`config.mk`:
```
export PLATFORM = sky130hd
export DESIGN_NAME = three_tank_heat_timer_controller_flat
export DESIGN_NICKNAME = d
export VERILOG_FILES = /design/src/design/tthtc_pkg.sv /design/src/design/tthtc_in_if.sv /design/src/design/tthtc_out_if.sv /design/src/design/tthtc_ms_to_secs.sv /design/src/design/three_tank_heat_timer_controller.sv /design/src/flat_wrapper.sv
export SDC_FILE = /design/constraint.sdc
export NUM_CORES = 2
export LEC_CHECK = 0
export BUFFER_PORTS_ARGS = -buffer_cell sky130_fd_sc_hd__buf_4
export CAP_MARGIN = 20
export CORE_ASPECT_RATIO = 0.8
export CORE_MARGIN = 1
export CORE_UTILIZATION = 64
export CTS_CLUSTER_SIZE = 8
export DETAILED_ROUTE_END_ITERATION = 8
export PLACE_DENSITY = 0.83
export SLEW_MARGIN = 20
export SYNTH_ARGS = -nofsm -noshare
export SYNTH_HDL_FRONTEND = slang
export SYNTH_SLANG_ARGS = --single-unit
```
`constraint.sdc`:
```
create_clock -name clk -period 7.81 [get_ports clk]
set_clock_uncertainty 0.05 [all_clocks]
set_input_delay 1.1715 -clock clk [delete_from_list [all_inputs] [get_ports clk]]
set_output_delay 1.1715 -clock clk [all_outputs]
set_load 0.02 [all_outputs]
```
`src/design/tthtc_pkg.sv`:
```
// ----------------------------------------------------------------------------
// tthtc_pkg: shared types and constants of the three tank heat timer controller
// Tank modes, command and register codes, reset values and the constants
// used to turn a millisecond count into whole seconds.
// ----------------------------------------------------------------------------
`default_nettype none

package tthtc_pkg;

  localparam int NUM_TANKS = 3;

  // Tank mode as seen on the result channel
  typedef enum logic [1:0] {
    MODE_OFF     = 2'd0,
    MODE_HEATING = 2'd1,
    MODE_ON      = 2'd2
  } tank_mode_t;

  // Input commands; code 3 is a no-op
  localparam logic [1:0] CMD_TICK  = 2'd0;
  localparam logic [1:0] CMD_START = 2'd1;
  localparam logic [1:0] CMD_STOP  = 2'd2;

  // Configuration register indexes
  localparam logic [1:0] REG_DUR_ONE   = 2'd0;
  localparam logic [1:0] REG_DUR_TWO   = 2'd1;
  localparam logic [1:0] REG_DUR_THREE = 2'd2;
  localparam logic [1:0] REG_SETPOINT  = 2'd3;

  localparam logic [23:0] DUR_RESET      = 24'd600000;
  localparam logic [7:0]  SETPOINT_RESET = 8'd60;

  // ms / MS_PER_SECOND of a 24-bit count is exact as
  // (ms * ceil(2^SECS_SHIFT / MS_PER_SECOND)) >> SECS_SHIFT, since the
  // rounding error of the reciprocal stays below 2^clog2(MS_PER_SECOND).
  localparam int          MS_PER_SECOND = 1000;
  localparam int          SECS_SHIFT    = 24 + $clog2(MS_PER_SECOND);
  localparam logic [24:0] SECS_RECIP    =
    25'(((64'd1 << SECS_SHIFT) + 64'(MS_PER_SECOND - 1)) / 64'(MS_PER_SECOND));
  localparam logic [14:0] SECS_MAX      = 15'h7FFF;

endpackage

`default_nettype wire

```
`src/design/tthtc_in_if.sv`:
```
// ----------------------------------------------------------------------------
// tthtc_in_if: command channel of the tank controller
// Valid/ready channel carrying one command beat.
// ----------------------------------------------------------------------------
`default_nettype none

interface tthtc_in_if;
  logic       valid;
  logic       ready;
  logic [1:0] cmd;
  logic [1:0] tank_index;
  logic [7:0] temperature;

  modport source (output valid, output cmd, output tank_index, output temperature,
                  input ready);
  modport sink (input valid, input cmd, input tank_index, input temperature,
                output ready);
endinterface

`default_nettype wire

```
`src/design/tthtc_out_if.sv`:
```
// ----------------------------------------------------------------------------
// tthtc_out_if: status channel of the tank controller
// Valid/ready channel carrying one status beat per command.
// ----------------------------------------------------------------------------
`default_nettype none

interface tthtc_out_if;
  logic        valid;
  logic        ready;
  logic [1:0]  tank_one_state;
  logic [1:0]  tank_two_state;
  logic [1:0]  tank_three_state;
  logic [14:0] tank_one_secs_left;
  logic [14:0] tank_two_secs_left;
  logic [14:0] tank_three_secs_left;
  logic        temp_ok;

  modport source (output valid, output tank_one_state, output tank_two_state,
                  output tank_three_state, output tank_one_secs_left,
                  output tank_two_secs_left, output tank_three_secs_left,
                  output temp_ok, input ready);
  modport sink (input valid, input tank_one_state, input tank_two_state,
                input tank_three_state, input tank_one_secs_left,
                input tank_two_secs_left, input tank_three_secs_left,
                input temp_ok, output ready);
endinterface

`default_nettype wire

```
`src/design/tthtc_ms_to_secs.sv`:
```
// ----------------------------------------------------------------------------
// tthtc_ms_to_secs: millisecond count to whole seconds
// Divides a 24-bit millisecond count by MS_PER_SECOND with a reciprocal
// multiply and saturates the result at the 15-bit maximum.
// ----------------------------------------------------------------------------
`default_nettype none

module tthtc_ms_to_secs (
  input  logic [23:0] ms,
  output logic [14:0] secs
);

  logic [48:0] prod;
  logic [23:0] quot;

  // Divide through the reciprocal, then clamp to the field width
  assign prod = 49'(ms) * 49'(tthtc_pkg::SECS_RECIP);
  assign quot = 24'(prod >> tthtc_pkg::SECS_SHIFT);
  assign secs = (quot > 24'(tthtc_pkg::SECS_MAX)) ? tthtc_pkg::SECS_MAX : quot[14:0];

endmodule

`default_nettype wire

```
`src/design/three_tank_heat_timer_controller.sv`:
```
// ----------------------------------------------------------------------------
// three_tank_heat_timer_controller: timer and heat control of three tanks
// Tank mode machines, countdowns and a two-stage status pipeline.
// ----------------------------------------------------------------------------
// Usage:
//   in_bus  carries one command beat (tick, start, stop) with a tank index and
//           the measured temperature. Send a tick beat once per millisecond.
//   out_bus returns exactly one status beat per command: the three tank modes,
//           the seconds left on each tank and the temperature-ok flag, all
//           taken after the command has been applied.
//   cfg_*   writes the three run times (ms) and the setpoint, one register per
//           cycle with cfg_we high; write only while no beats are in flight.
// Timing: the tank state is updated in the cycle a command is accepted; the
//   status beat passes the middle stage (state update), then the output stage
//   (ms-to-seconds multiply). One command is taken every cycle unless stalled.
// Reset (rst_n low, synchronous): all tanks Off, countdowns zero, run times
//   600000 ms, setpoint 60, both pipeline stages empty.
// Stall: when out_bus.ready is low the status beat holds; the middle stage
//   still fills, and in_bus.ready drops only once both stages are full.
// ----------------------------------------------------------------------------
`default_nettype none

module three_tank_heat_timer_controller (
  input  logic               clk,
  input  logic               rst_n,
  tthtc_in_if.sink           in_bus,
  tthtc_out_if.source        out_bus,
  input  logic               cfg_we,
  input  logic [1:0]         cfg_index,
  input  logic [23:0]        cfg_wdata
);

  localparam int N = tthtc_pkg::NUM_TANKS;

  // Configuration
  logic [23:0] dur_r [N];
  logic [7:0]  setpoint_r;

  // Tank state
  tthtc_pkg::tank_mode_t mode_r [N];
  tthtc_pkg::tank_mode_t mode_nxt [N];
  logic [23:0]           cnt_r [N];
  logic [23:0]           cnt_nxt [N];

  // Middle stage
  logic                  s1_valid_r;
  tthtc_pkg::tank_mode_t s1_mode_r [N];
  logic [23:0]           s1_ms_r [N];
  logic                  s1_ok_r;
  logic                  ok_nxt;
  logic [23:0]           ms_nxt [N];

  // Output stage
  logic                  out_valid_r;
  tthtc_pkg::tank_mode_t out_mode_r [N];
  logic [14:0]           out_secs_r [N];
  logic                  out_ok_r;
  logic [14:0]           secs [N];

  logic in_accept;
  logic s1_adv;
  logic out_load;
  logic temp_hot;
  logic idx_ok;
  logic [23:0] dec;

  // Handshake: each stage advances when the one after it has room
  assign out_load  = !out_valid_r || out_bus.ready;
  assign s1_adv    = s1_valid_r && out_load;
  assign in_bus.ready = !s1_valid_r || out_load;
  assign in_accept = in_bus.valid && in_bus.ready;

  // Configuration writes
  always_ff @(posedge clk) begin
    if (!rst_n) begin
      for (int k = 0; k < N; k++) begin
        dur_r[k] <= tthtc_pkg::DUR_RESET;
      end
      setpoint_r <= tthtc_pkg::SETPOINT_RESET;
    end else if (cfg_we) begin
      unique case (cfg_index)
        tthtc_pkg::REG_DUR_ONE:   dur_r[0] <= cfg_wdata;
        tthtc_pkg::REG_DUR_TWO:   dur_r[1] <= cfg_wdata;
        tthtc_pkg::REG_DUR_THREE: dur_r[2] <= cfg_wdata;
        tthtc_pkg::REG_SETPOINT:  setpoint_r <= cfg_wdata[7:0];
        default: ;
      endcase
    end
  end

  // Apply one command to the tank machines
  always_comb begin
    for (int k = 0; k < N; k++) begin
      mode_nxt[k] = mode_r[k];
      cnt_nxt[k]  = cnt_r[k];
    end
    dec      = '0;
    temp_hot = in_bus.temperature > setpoint_r;
    idx_ok   = in_bus.tank_index < 2'(N);
    case (in_bus.cmd)
      tthtc_pkg::CMD_TICK: begin
        // Count down running tanks and turn off those that reach zero
        for (int k = 0; k < N; k++) begin
          if (mode_r[k] == tthtc_pkg::MODE_ON) begin
            dec = (cnt_r[k] == '0) ? '0 : cnt_r[k] - 24'd1;
            cnt_nxt[k] = dec;
            if (dec == '0) begin
              mode_nxt[k] = tthtc_pkg::MODE_OFF;
            end
          end
        end
        // Then release heating tanks once hot enough
        for (int k = 0; k < N; k++) begin
          if (mode_nxt[k] == tthtc_pkg::MODE_HEATING &&
              (mode_nxt[0] == tthtc_pkg::MODE_OFF || temp_hot)) begin
            mode_nxt[k] = tthtc_pkg::MODE_ON;
            cnt_nxt[k]  = dur_r[k];
          end
        end
      end
      tthtc_pkg::CMD_START: begin
        if (idx_ok) begin
          if (mode_r[in_bus.tank_index] == tthtc_pkg::MODE_OFF) begin
            if (in_bus.tank_index == 2'd0) begin
              mode_nxt[0] = tthtc_pkg::MODE_HEATING;
            end else begin
              mode_nxt[in_bus.tank_index] = tthtc_pkg::MODE_ON;
              cnt_nxt[in_bus.tank_index]  = dur_r[in_bus.tank_index];
            end
          end else if (in_bus.tank_index == 2'd0 &&
                       mode_r[0] == tthtc_pkg::MODE_HEATING && temp_hot) begin
            mode_nxt[0] = tthtc_pkg::MODE_ON;
            cnt_nxt[0]  = dur_r[0];
          end
        end
      end
      tthtc_pkg::CMD_STOP: begin
        if (idx_ok) begin
          mode_nxt[in_bus.tank_index] = tthtc_pkg::MODE_OFF;
          cnt_nxt[in_bus.tank_index]  = '0;
        end
      end
      default: ;
    endcase

    // Status taken after the update
    ok_nxt = (mode_nxt[0] == tthtc_pkg::MODE_OFF) || temp_hot;
    for (int k = 0; k < N; k++) begin
      ms_nxt[k] = (mode_nxt[k] == tthtc_pkg::MODE_ON) ? cnt_nxt[k] : dur_r[k];
    end
  end

  // Tank state and middle stage
  always_ff @(posedge clk) begin
    if (!rst_n) begin
      for (int k = 0; k < N; k++) begin
        mode_r[k] <= tthtc_pkg::MODE_OFF;
        cnt_r[k]  <= '0;
      end
      s1_valid_r <= 1'b0;
    end else begin
      if (in_accept) begin
        for (int k = 0; k < N; k++) begin
          mode_r[k]    <= mode_nxt[k];
          cnt_r[k]     <= cnt_nxt[k];
          s1_mode_r[k] <= mode_nxt[k];
          s1_ms_r[k]   <= ms_nxt[k];
        end
        s1_ok_r <= ok_nxt;
      end
      if (in_accept) begin
        s1_valid_r <= 1'b1;
      end else if (s1_adv) begin
        s1_valid_r <= 1'b0;
      end
    end
  end

  // Seconds left, one divider per tank
  for (genvar g = 0; g < N; g++) begin : g_secs
    tthtc_ms_to_secs u_secs (
      .ms   (s1_ms_r[g]),
      .secs (secs[g])
    );
  end

  // Output stage: hold while the receiver stalls
  always_ff @(posedge clk) begin
    if (!rst_n) begin
      out_valid_r <= 1'b0;
    end else if (out_load) begin
      out_valid_r <= s1_valid_r;
      if (s1_valid_r) begin
        for (int k = 0; k < N; k++) begin
          out_mode_r[k] <= s1_mode_r[k];
          out_secs_r[k] <= secs[k];
        end
        out_ok_r <= s1_ok_r;
      end
    end
  end

  assign out_bus.valid                = out_valid_r;
  assign out_bus.tank_one_state       = out_mode_r[0];
  assign out_bus.tank_two_state       = out_mode_r[1];
  assign out_bus.tank_three_state     = out_mode_r[2];
  assign out_bus.tank_one_secs_left   = out_secs_r[0];
  assign out_bus.tank_two_secs_left   = out_secs_r[1];
  assign out_bus.tank_three_secs_left = out_secs_r[2];
  assign out_bus.temp_ok              = out_ok_r;

endmodule

`default_nettype wire

```
`src/flat_wrapper.sv`:
```
// flat-port wrapper written by rule: the top's interface ports become plain ports
module three_tank_heat_timer_controller_flat 
  (clk, rst_n, cfg_we, cfg_index, cfg_wdata, in_bus_valid, in_bus_cmd, in_bus_tank_index, in_bus_temperature, in_bus_ready, out_bus_valid, out_bus_tank_one_state, out_bus_tank_two_state, out_bus_tank_three_state, out_bus_tank_one_secs_left, out_bus_tank_two_secs_left, out_bus_tank_three_secs_left, out_bus_temp_ok, out_bus_ready);
  tthtc_in_if in_bus_i ();
  tthtc_out_if out_bus_i ();
  input  logic clk;
  input  logic rst_n;
  input  logic cfg_we;
  input  logic [1:0] cfg_index;
  input  logic [23:0] cfg_wdata;
  input wire logic [$bits(in_bus_i.valid)-1:0] in_bus_valid;
  input wire logic [$bits(in_bus_i.cmd)-1:0] in_bus_cmd;
  input wire logic [$bits(in_bus_i.tank_index)-1:0] in_bus_tank_index;
  input wire logic [$bits(in_bus_i.temperature)-1:0] in_bus_temperature;
  output wire logic [$bits(in_bus_i.ready)-1:0] in_bus_ready;
  output wire logic [$bits(out_bus_i.valid)-1:0] out_bus_valid;
  output wire logic [$bits(out_bus_i.tank_one_state)-1:0] out_bus_tank_one_state;
  output wire logic [$bits(out_bus_i.tank_two_state)-1:0] out_bus_tank_two_state;
  output wire logic [$bits(out_bus_i.tank_three_state)-1:0] out_bus_tank_three_state;
  output wire logic [$bits(out_bus_i.tank_one_secs_left)-1:0] out_bus_tank_one_secs_left;
  output wire logic [$bits(out_bus_i.tank_two_secs_left)-1:0] out_bus_tank_two_secs_left;
  output wire logic [$bits(out_bus_i.tank_three_secs_left)-1:0] out_bus_tank_three_secs_left;
  output wire logic [$bits(out_bus_i.temp_ok)-1:0] out_bus_temp_ok;
  input wire logic [$bits(out_bus_i.ready)-1:0] out_bus_ready;
  assign in_bus_i.valid = in_bus_valid;
  assign in_bus_i.cmd = in_bus_cmd;
  assign in_bus_i.tank_index = in_bus_tank_index;
  assign in_bus_i.temperature = in_bus_temperature;
  assign in_bus_ready = in_bus_i.ready;
  assign out_bus_valid = out_bus_i.valid;
  assign out_bus_tank_one_state = out_bus_i.tank_one_state;
  assign out_bus_tank_two_state = out_bus_i.tank_two_state;
  assign out_bus_tank_three_state = out_bus_i.tank_three_state;
  assign out_bus_tank_one_secs_left = out_bus_i.tank_one_secs_left;
  assign out_bus_tank_two_secs_left = out_bus_i.tank_two_secs_left;
  assign out_bus_tank_three_secs_left = out_bus_i.tank_three_secs_left;
  assign out_bus_temp_ok = out_bus_i.temp_ok;
  assign out_bus_i.ready = out_bus_ready;
  three_tank_heat_timer_controller u_core (.clk(clk), .rst_n(rst_n), .in_bus(in_bus_i), .out_bus(out_bus_i), .cfg_we(cfg_we), .cfg_index(cfg_index), .cfg_wdata(cfg_wdata));
endmodule
```
# --- Yosys cells after proc, flatten, opt, wreduce, memory -nomap -nowiden ---
# Memory sizes are Yosys's and may differ from the RTL's.
# Index checks and enable logic that the tools add are counted.
totals:
  ff_bits: 12
  ramBits: 279
  inputBits: 43
  output_inout_bits: 54
  memories: 7
op_classes:
  add_sub_neg: 3
  n_mul: 3
  order_cmp: 7
  eq_ne: 15
  mux: 79
  bitwise_logic: 17
  reduce_logical: 32
memory_table:
  columns: ["memory", "words", "width", "rd", "rd_ports_with_merged_regs", "wr", "line", "text"]
  rows:
  - ["u_core.cnt_r", 3, 24, 3, 0, 3, "three_tank_heat_timer_controller.sv:42", "logic [23:0] cnt_r [N];"]
  - ["u_core.dur_r", 3, 24, 4, 0, 3, "three_tank_heat_timer_controller.sv:36", "logic [23:0] dur_r [N];"]
  - ["u_core.s1_ms_r", 3, 24, 3, 0, 3, "three_tank_heat_timer_controller.sv:48", "logic [23:0] s1_ms_r [N];"]
  - ["u_core.out_secs_r", 3, 15, 3, 0, 3, "three_tank_heat_timer_controller.sv:56", "logic [14:0] out_secs_r [N];"]
  - ["u_core.mode_r", 3, 2, 4, 0, 3, "three_tank_heat_timer_controller.sv:40", "tthtc_pkg::tank_mode_t mode_r [N];"]
  - ["u_core.out_mode_r", 3, 2, 3, 0, 3, "three_tank_heat_timer_controller.sv:55", "tthtc_pkg::tank_mode_t out_mode_r [N];"]
  - ["+1 memories", null, null, null, null, null, null, null]
ops:
  columns: ["op", "count"]
  rows:
  - ["2-to-1 mux 24 bit", 21]
  - ["2-to-1 mux 72 bit", 3]
  - ["one-hot mux 72 bit (3 select lines)", 1]
  - ["zero test 24 bit", 6]
  - ["multiplier 24 x 24 -> 48 bit, second input constant", 3]
  - ["AND 72 bit", 1]
  - ["bitwise mux 72 bit", 1]
  - ["NOT 72 bit", 1]
  - ["subtractor 24 x 1 -> 24 bit, second input constant", 3]
  - ["demux 24 bit (select 2 bit)", 1]
  - ["2-to-1 mux 48 bit", 1]
  - ["greater-than comparator 15 bit, second input constant", 3]
  - ["2-to-1 mux 15 bit", 3]
  - ["2-to-1 mux 2 bit", 20]
  - ["2-to-1 mux 1 bit", 22]
  - ["equality test 2 bit, second input constant", 9]
  - ["one-hot mux 6 bit (3 select lines)", 1]
  - ["zero test 2 bit", 7]
  - ["equality test 2 x 1 -> 1 bit, second input constant", 6]
  - ["2-to-1 mux 6 bit", 2]
  - ["bitwise OR 1 bit", 9]
  - ["greater-than comparator 8 bit", 1]
  - ["logical AND 1 bit", 8]
  - ["2-to-1 mux 4 bit", 2]
  - ["other kinds (15)", 21]

# --- Depth between registers and ports, before layout ---
# An unclocked memory read counts as a cell.
logic_depth:
  depth_word: 19
  mapped_depth: 24

# --- By module ---
# From an unflattened synthesis, not the netlist that was laid out.
hier_totals:
  hier_cells: 4523
  area_unflattened_um2: 43853.3
by_module_without_submodules:
  columns: ["mod", "n_inst", "cells_per_inst", "area_each_um2"]
  rows:
  - ["three_tank_heat_timer_controller", 1, 1466, 15568.7]
  - ["tthtc_ms_to_secs (u_core.g_secs[0].u_secs)", 1, 1039, 9520.4]
  - ["tthtc_ms_to_secs (u_core.g_secs[1].u_secs)", 1, 1032, 9491.6]
  - ["tthtc_ms_to_secs (u_core.g_secs[2].u_secs)", 1, 986, 9272.6]

# --- Least setup slack after synthesis ---
# OpenSTA, ideal clock, no wires.
synth_timing:
  path_kind: "register -> register"
  start: "memory u_core.s1_ms_r[2][20] (netlist: u_core.s1_ms_r[0][68])"
  end: "memory u_core.out_secs_r[2][12] (netlist: u_core.out_secs_r[0][42]) (data pin)"
  t_arrival_ns: 6.364
  required_time_ns: 7.502
  setup_slack_ns: 1.138
  path_stages_with_launch: 23
  n_path_buf: 0
  synth_period_minus_slack_ns: 6.672
  path_cell_list: "edfxtp_1 > fa_1 > inv_1 > fa_1 > inv_1 > ha_1 > fa_1 > fa_1 > fa_1 > inv_1 > fa_1 > inv_1 > ha_1 > nand3_1 > or3_1 > or3_1 > o22a_1 > a2111oi_0 > o21a_1 > o21a_1 > o21a_1 > nor2_1 > xnor2_1"
synth_lines:
  columns: ["item", "line"]
  rows:
  - ["from (decl)", "three_tank_heat_timer_controller.sv:48"]
  - ["to (decl)", "three_tank_heat_timer_controller.sv:56"]

==> qor.txt <==
Die Ht: 231 um
Max rail drop VDD: 0.427 mV
routing usage on met1: 0.467
number of antenna violations at the first check in global routing: 3
post-route ant nets: 0
ys async rst share: 0
post-cts resize count: 0
vias per cell: 5.99
CTS HTree Levels: 2
Largest stage delay, worst path: 0.63 ns
CP bufs+invs: 4
Cell Pwr Density: 420 mW/mm^2
die area: 0.0666 mm^2
Mapped Cells: 4220
DRT iter0 DRCs: 3559
clock sink count: 291
vias in the first global route: 31414
CTS root buf: clkbuf_16
RSZ-0062 raised after global routing: false
largest net degree at the start of global routing: 79
Fin Setup TNS: 0 ns
Distinct cells, synth: 93
clock tree from TritonCTS: yes
Mapped Nets: 5566
GR Layer Usage met2: 0.475
fin. max-slew vios: 0
total number of vias: 31029
Lkg Pwr: 0.0225 uW
Post-Route WL: 103000 um
family with the most delay on the worst path: adder cells
clk buf depth: 3
CP endpoint kind: register
first-pass GRT wire length: 166000 um
Crit-path slowest cell: edfxtp_1
DR pass1 iterations: 9
syn avg cell area: 9.94 um^2
Nets: 5653
num ports: 97
CP Data Arrival Time: 7.54 ns
routability cong.: 0.965
layout cell share with drive strength beyond 1: 0.0584
Max Fclk: 137 MHz
Sequential Power Share: 0.119
most frequent CP cell: fa_1
failing checks: DRC
CP cell instances: fa_1 -> inv_1 -> fa_1 -> inv_1 -> ha_1 -> fa_1 -> fa_1 -> fa_1 -> inv_1 -> fa_1 -> inv_1 -> ha_1 -> a21oi_1 -> o21ai_0 -> a41o_1 -> o31ai_1 -> a41oi_1 -> o31a_1 -> o41a_1 -> a21o_1 -> a21oi_1 -> xnor2_1
Seq/Total Area, Yosys: 0.206
worst min path class: reg2reg
endpoints failing hold: 0
remaining global-route overflow: 0
met3 usage: 0.0721
Slew HR: 0.336
Post-Layout Cell Count: 5181
switching power: 9490 uW
peak fanout along the critical path: 11
max-cap violations: 0
Crit path required time: 8.07 ns
clk slew on worst S/H paths: 0.05 ns
Layout area overhead: 7.19%
# Post-CTS Setup Buffers: 0
Logic pwr share: 0.787
Die W: 288 um
setup violators final: 0
initial core utilization: 0.650
total CTS buffers: 43
Rows: 83
CTS Hold Bufs: 0
worst setup path class: reg2reg
Routed WL per cell: 19.9 um
Detailed Place HPWL: 81400 um
switching share of power: 0.502
period utilisation layout: 0.932
Primary FF master, synth: edfxtp_1
clock network power share: 0.094
flops & latches, synth: 291
# DRC: 4
status: finished with violations
EDFF count, synth: 281
Placed Cells: 5112
Worst Setup Start Kind: register
core area: 0.0645 mm^2
YS warnings: 0
Port Buffers: 96
worst-margin pin slew: 0.992 ns
Internal: 9400 uW
clock latency on the worst-skew pair: 0.59 ns
Post-Synthesis Cell Area: 0.0419 mm^2
Most Crowded Layer GR: met2
min Tclk post-route: 7.28 ns
gr usage total: 0.319
-- worst paths after layout --
path	from	to	slack [ns]	depth (start not counted)
hold / removal	u_core.s1_mode_r[0][5]$_DFFE_PP_	u_core.out_mode_r[0][5]$_DFFE_PP_	0.36	0
setup / recovery	u_core.s1_ms_r[0][45]$_DFFE_PP_	u_core.out_secs_r[0][28]$_SDFFCE_PN1P_	0.53	22
hold reg to reg	u_core.s1_mode_r[0][5]$_DFFE_PP_	u_core.out_mode_r[0][5]$_DFFE_PP_	0.36	0
setup reg to reg	u_core.s1_ms_r[0][45]$_DFFE_PP_	u_core.out_secs_r[0][28]$_SDFFCE_PN1P_	0.53	22
-- worst register-to-register path, stage by stage (launching register included) --
cell      delay (ns)
edfxtp_1        0.63
fa_1            0.62
inv_1           0.05
fa_1            0.52
inv_1           0.04
ha_1            0.28
fa_1            0.50
fa_1            0.53
fa_1            0.51
inv_1           0.05
fa_1            0.47
inv_1           0.04
ha_1            0.31
a21oi_1         0.14
o21ai_0         0.10
a41o_1          0.23
o31ai_1         0.25
a41oi_1         0.36
o31a_1          0.44
o41a_1          0.35
a21o_1          0.21
a21oi_1         0.24
xnor2_1         0.09
-- stage by stage --
| stage | setup WS, ns | util | cell area (um^2) | power, uW | hold WS (ns) |
|---|---|---|---|---|---|
| final | 0.530 | 0.697 | 45000 | 18900 | 0.365 |
| after global routing | 0.151 | 0.697 | 45000 | 21100 | 0.369 |
| after CTS | 0.545 | 0.697 | 45000 | 18800 | 0.365 |
| after detailed placement | 0.547 | 0.678 | 43700 | 16800 | 0.355 |
| after global placement | 0.652 | 0.678 | 43700 | 16200 | 0.354 |
| after floorplan | 1.14 | - | 41900 | 13000 | 0.350 |
-- cell usage after synthesis (all sizes together) (15+ instances only) --
library cell / n / share of area
a21oi: 186 / 0.022
buf: 19 / 0.0028
nor4: 32 / 0.0054
nor3: 53 / 0.0064
o211ai: 16 / 0.0029
edfxtp: 281 / 0.20
inv: 1091 / 0.098
and2: 39 / 0.0058
o31ai: 15 / 0.0027
nand2b: 22 / 0.0033
o2bb2ai: 26 / 0.0054
a211oi: 15 / 0.0027
o21ai: 155 / 0.019
mux2i: 21 / 0.0050
xnor2: 27 / 0.0056
clkbuf: 90 / 0.0081
and3: 17 / 0.0025
fa: 525 / 0.25
nand2: 174 / 0.016
mux2: 17 / 0.0046
nor2: 204 / 0.018
a21o: 55 / 0.0098
nor2b: 19 / 0.0028
nand3: 36 / 0.0043
a221oi: 18 / 0.0038
ha: 778 / 0.23
a22oi: 27 / 0.0048
nand4: 33 / 0.0051
-- state kept, by name, summed over array words and instances (netlist names) --
register and count:
u_core.cnt_r 72, u_core.dur_r 72, u_core.mode_r 6, u_core.out_bus.temp_ok 1, u_core.out_bus.valid 1, u_core.out_mode_r 6
u_core.out_secs_r 45, u_core.s1_mode_r 6, u_core.s1_ms_r 72, u_core.s1_ok_r 1, u_core.s1_valid_r 1, u_core.setpoint_r 8
-- layout make-up --
type                       instances  area (um^2)
inverter                        1091         4100
clock inverter                     5         41.3
antenna                            1         2.50
clock buffer                      63         1180
fill                            4601        19500
tap                              850         1060
sequential                       291         8640
timing repair buffer             151         1140
multi-input combinational       2729        28800
-- power by group through the flow --
stage | logic, uW | registers, uW | clock network, uW
finish | 14900 | 2250 | 1780
floorplan | 10800 | 2250 | 0
global route | 17000 | 2260 | 1830
CTS | 14800 | 2240 | 1780
global placement | 14000 | 2260 | 0
detailed placement | 14600 | 2270 | 0
-- routing by layer --
| layer | share of wire | vias up |
|---|---|---|
| met5 | 0.00047 | - |
| met4 | 0.029 | 6 |
| met3 | 0.10 | 234 |
| met2 | 0.43 | 1525 |
| met1 | 0.43 | 15121 |
| li1 | - | 14143 |
-- logic make-up after synthesis --
family / after synthesis / share of synthesized area
AO/OA/AOI/OAI: 650 / 0.102
XOR/XNOR: 41 / 0.00856
adder cells (fa/ha/maj): 1303 / 0.483
buffers and inverters: 1200 / 0.109
flip-flops: 291 / 0.206
multiplexers: 38 / 0.00958
AND/OR/NAND/NOR: 697 / 0.0822
-- cell usage in the layout (no fill, tap or decap), types with 22 or more instances in the layout --
master and count:
nor3_1 51, nand3_1 35, inv_1 1089, clkbuf_16 44, a22oi_1 27, nor4_1 29
ha_1 778, a21oi_1 185, xnor2_1 27, a21o_1 55, o2bb2ai_1 26, nor2_1 203
o21ai_0 146, fa_1 525, nand2_1 171, and2_1 39, nand4_1 32, nand2b_1 22
edfxtp_1 281, buf_4 150
(Power assumes the default switching activity.)
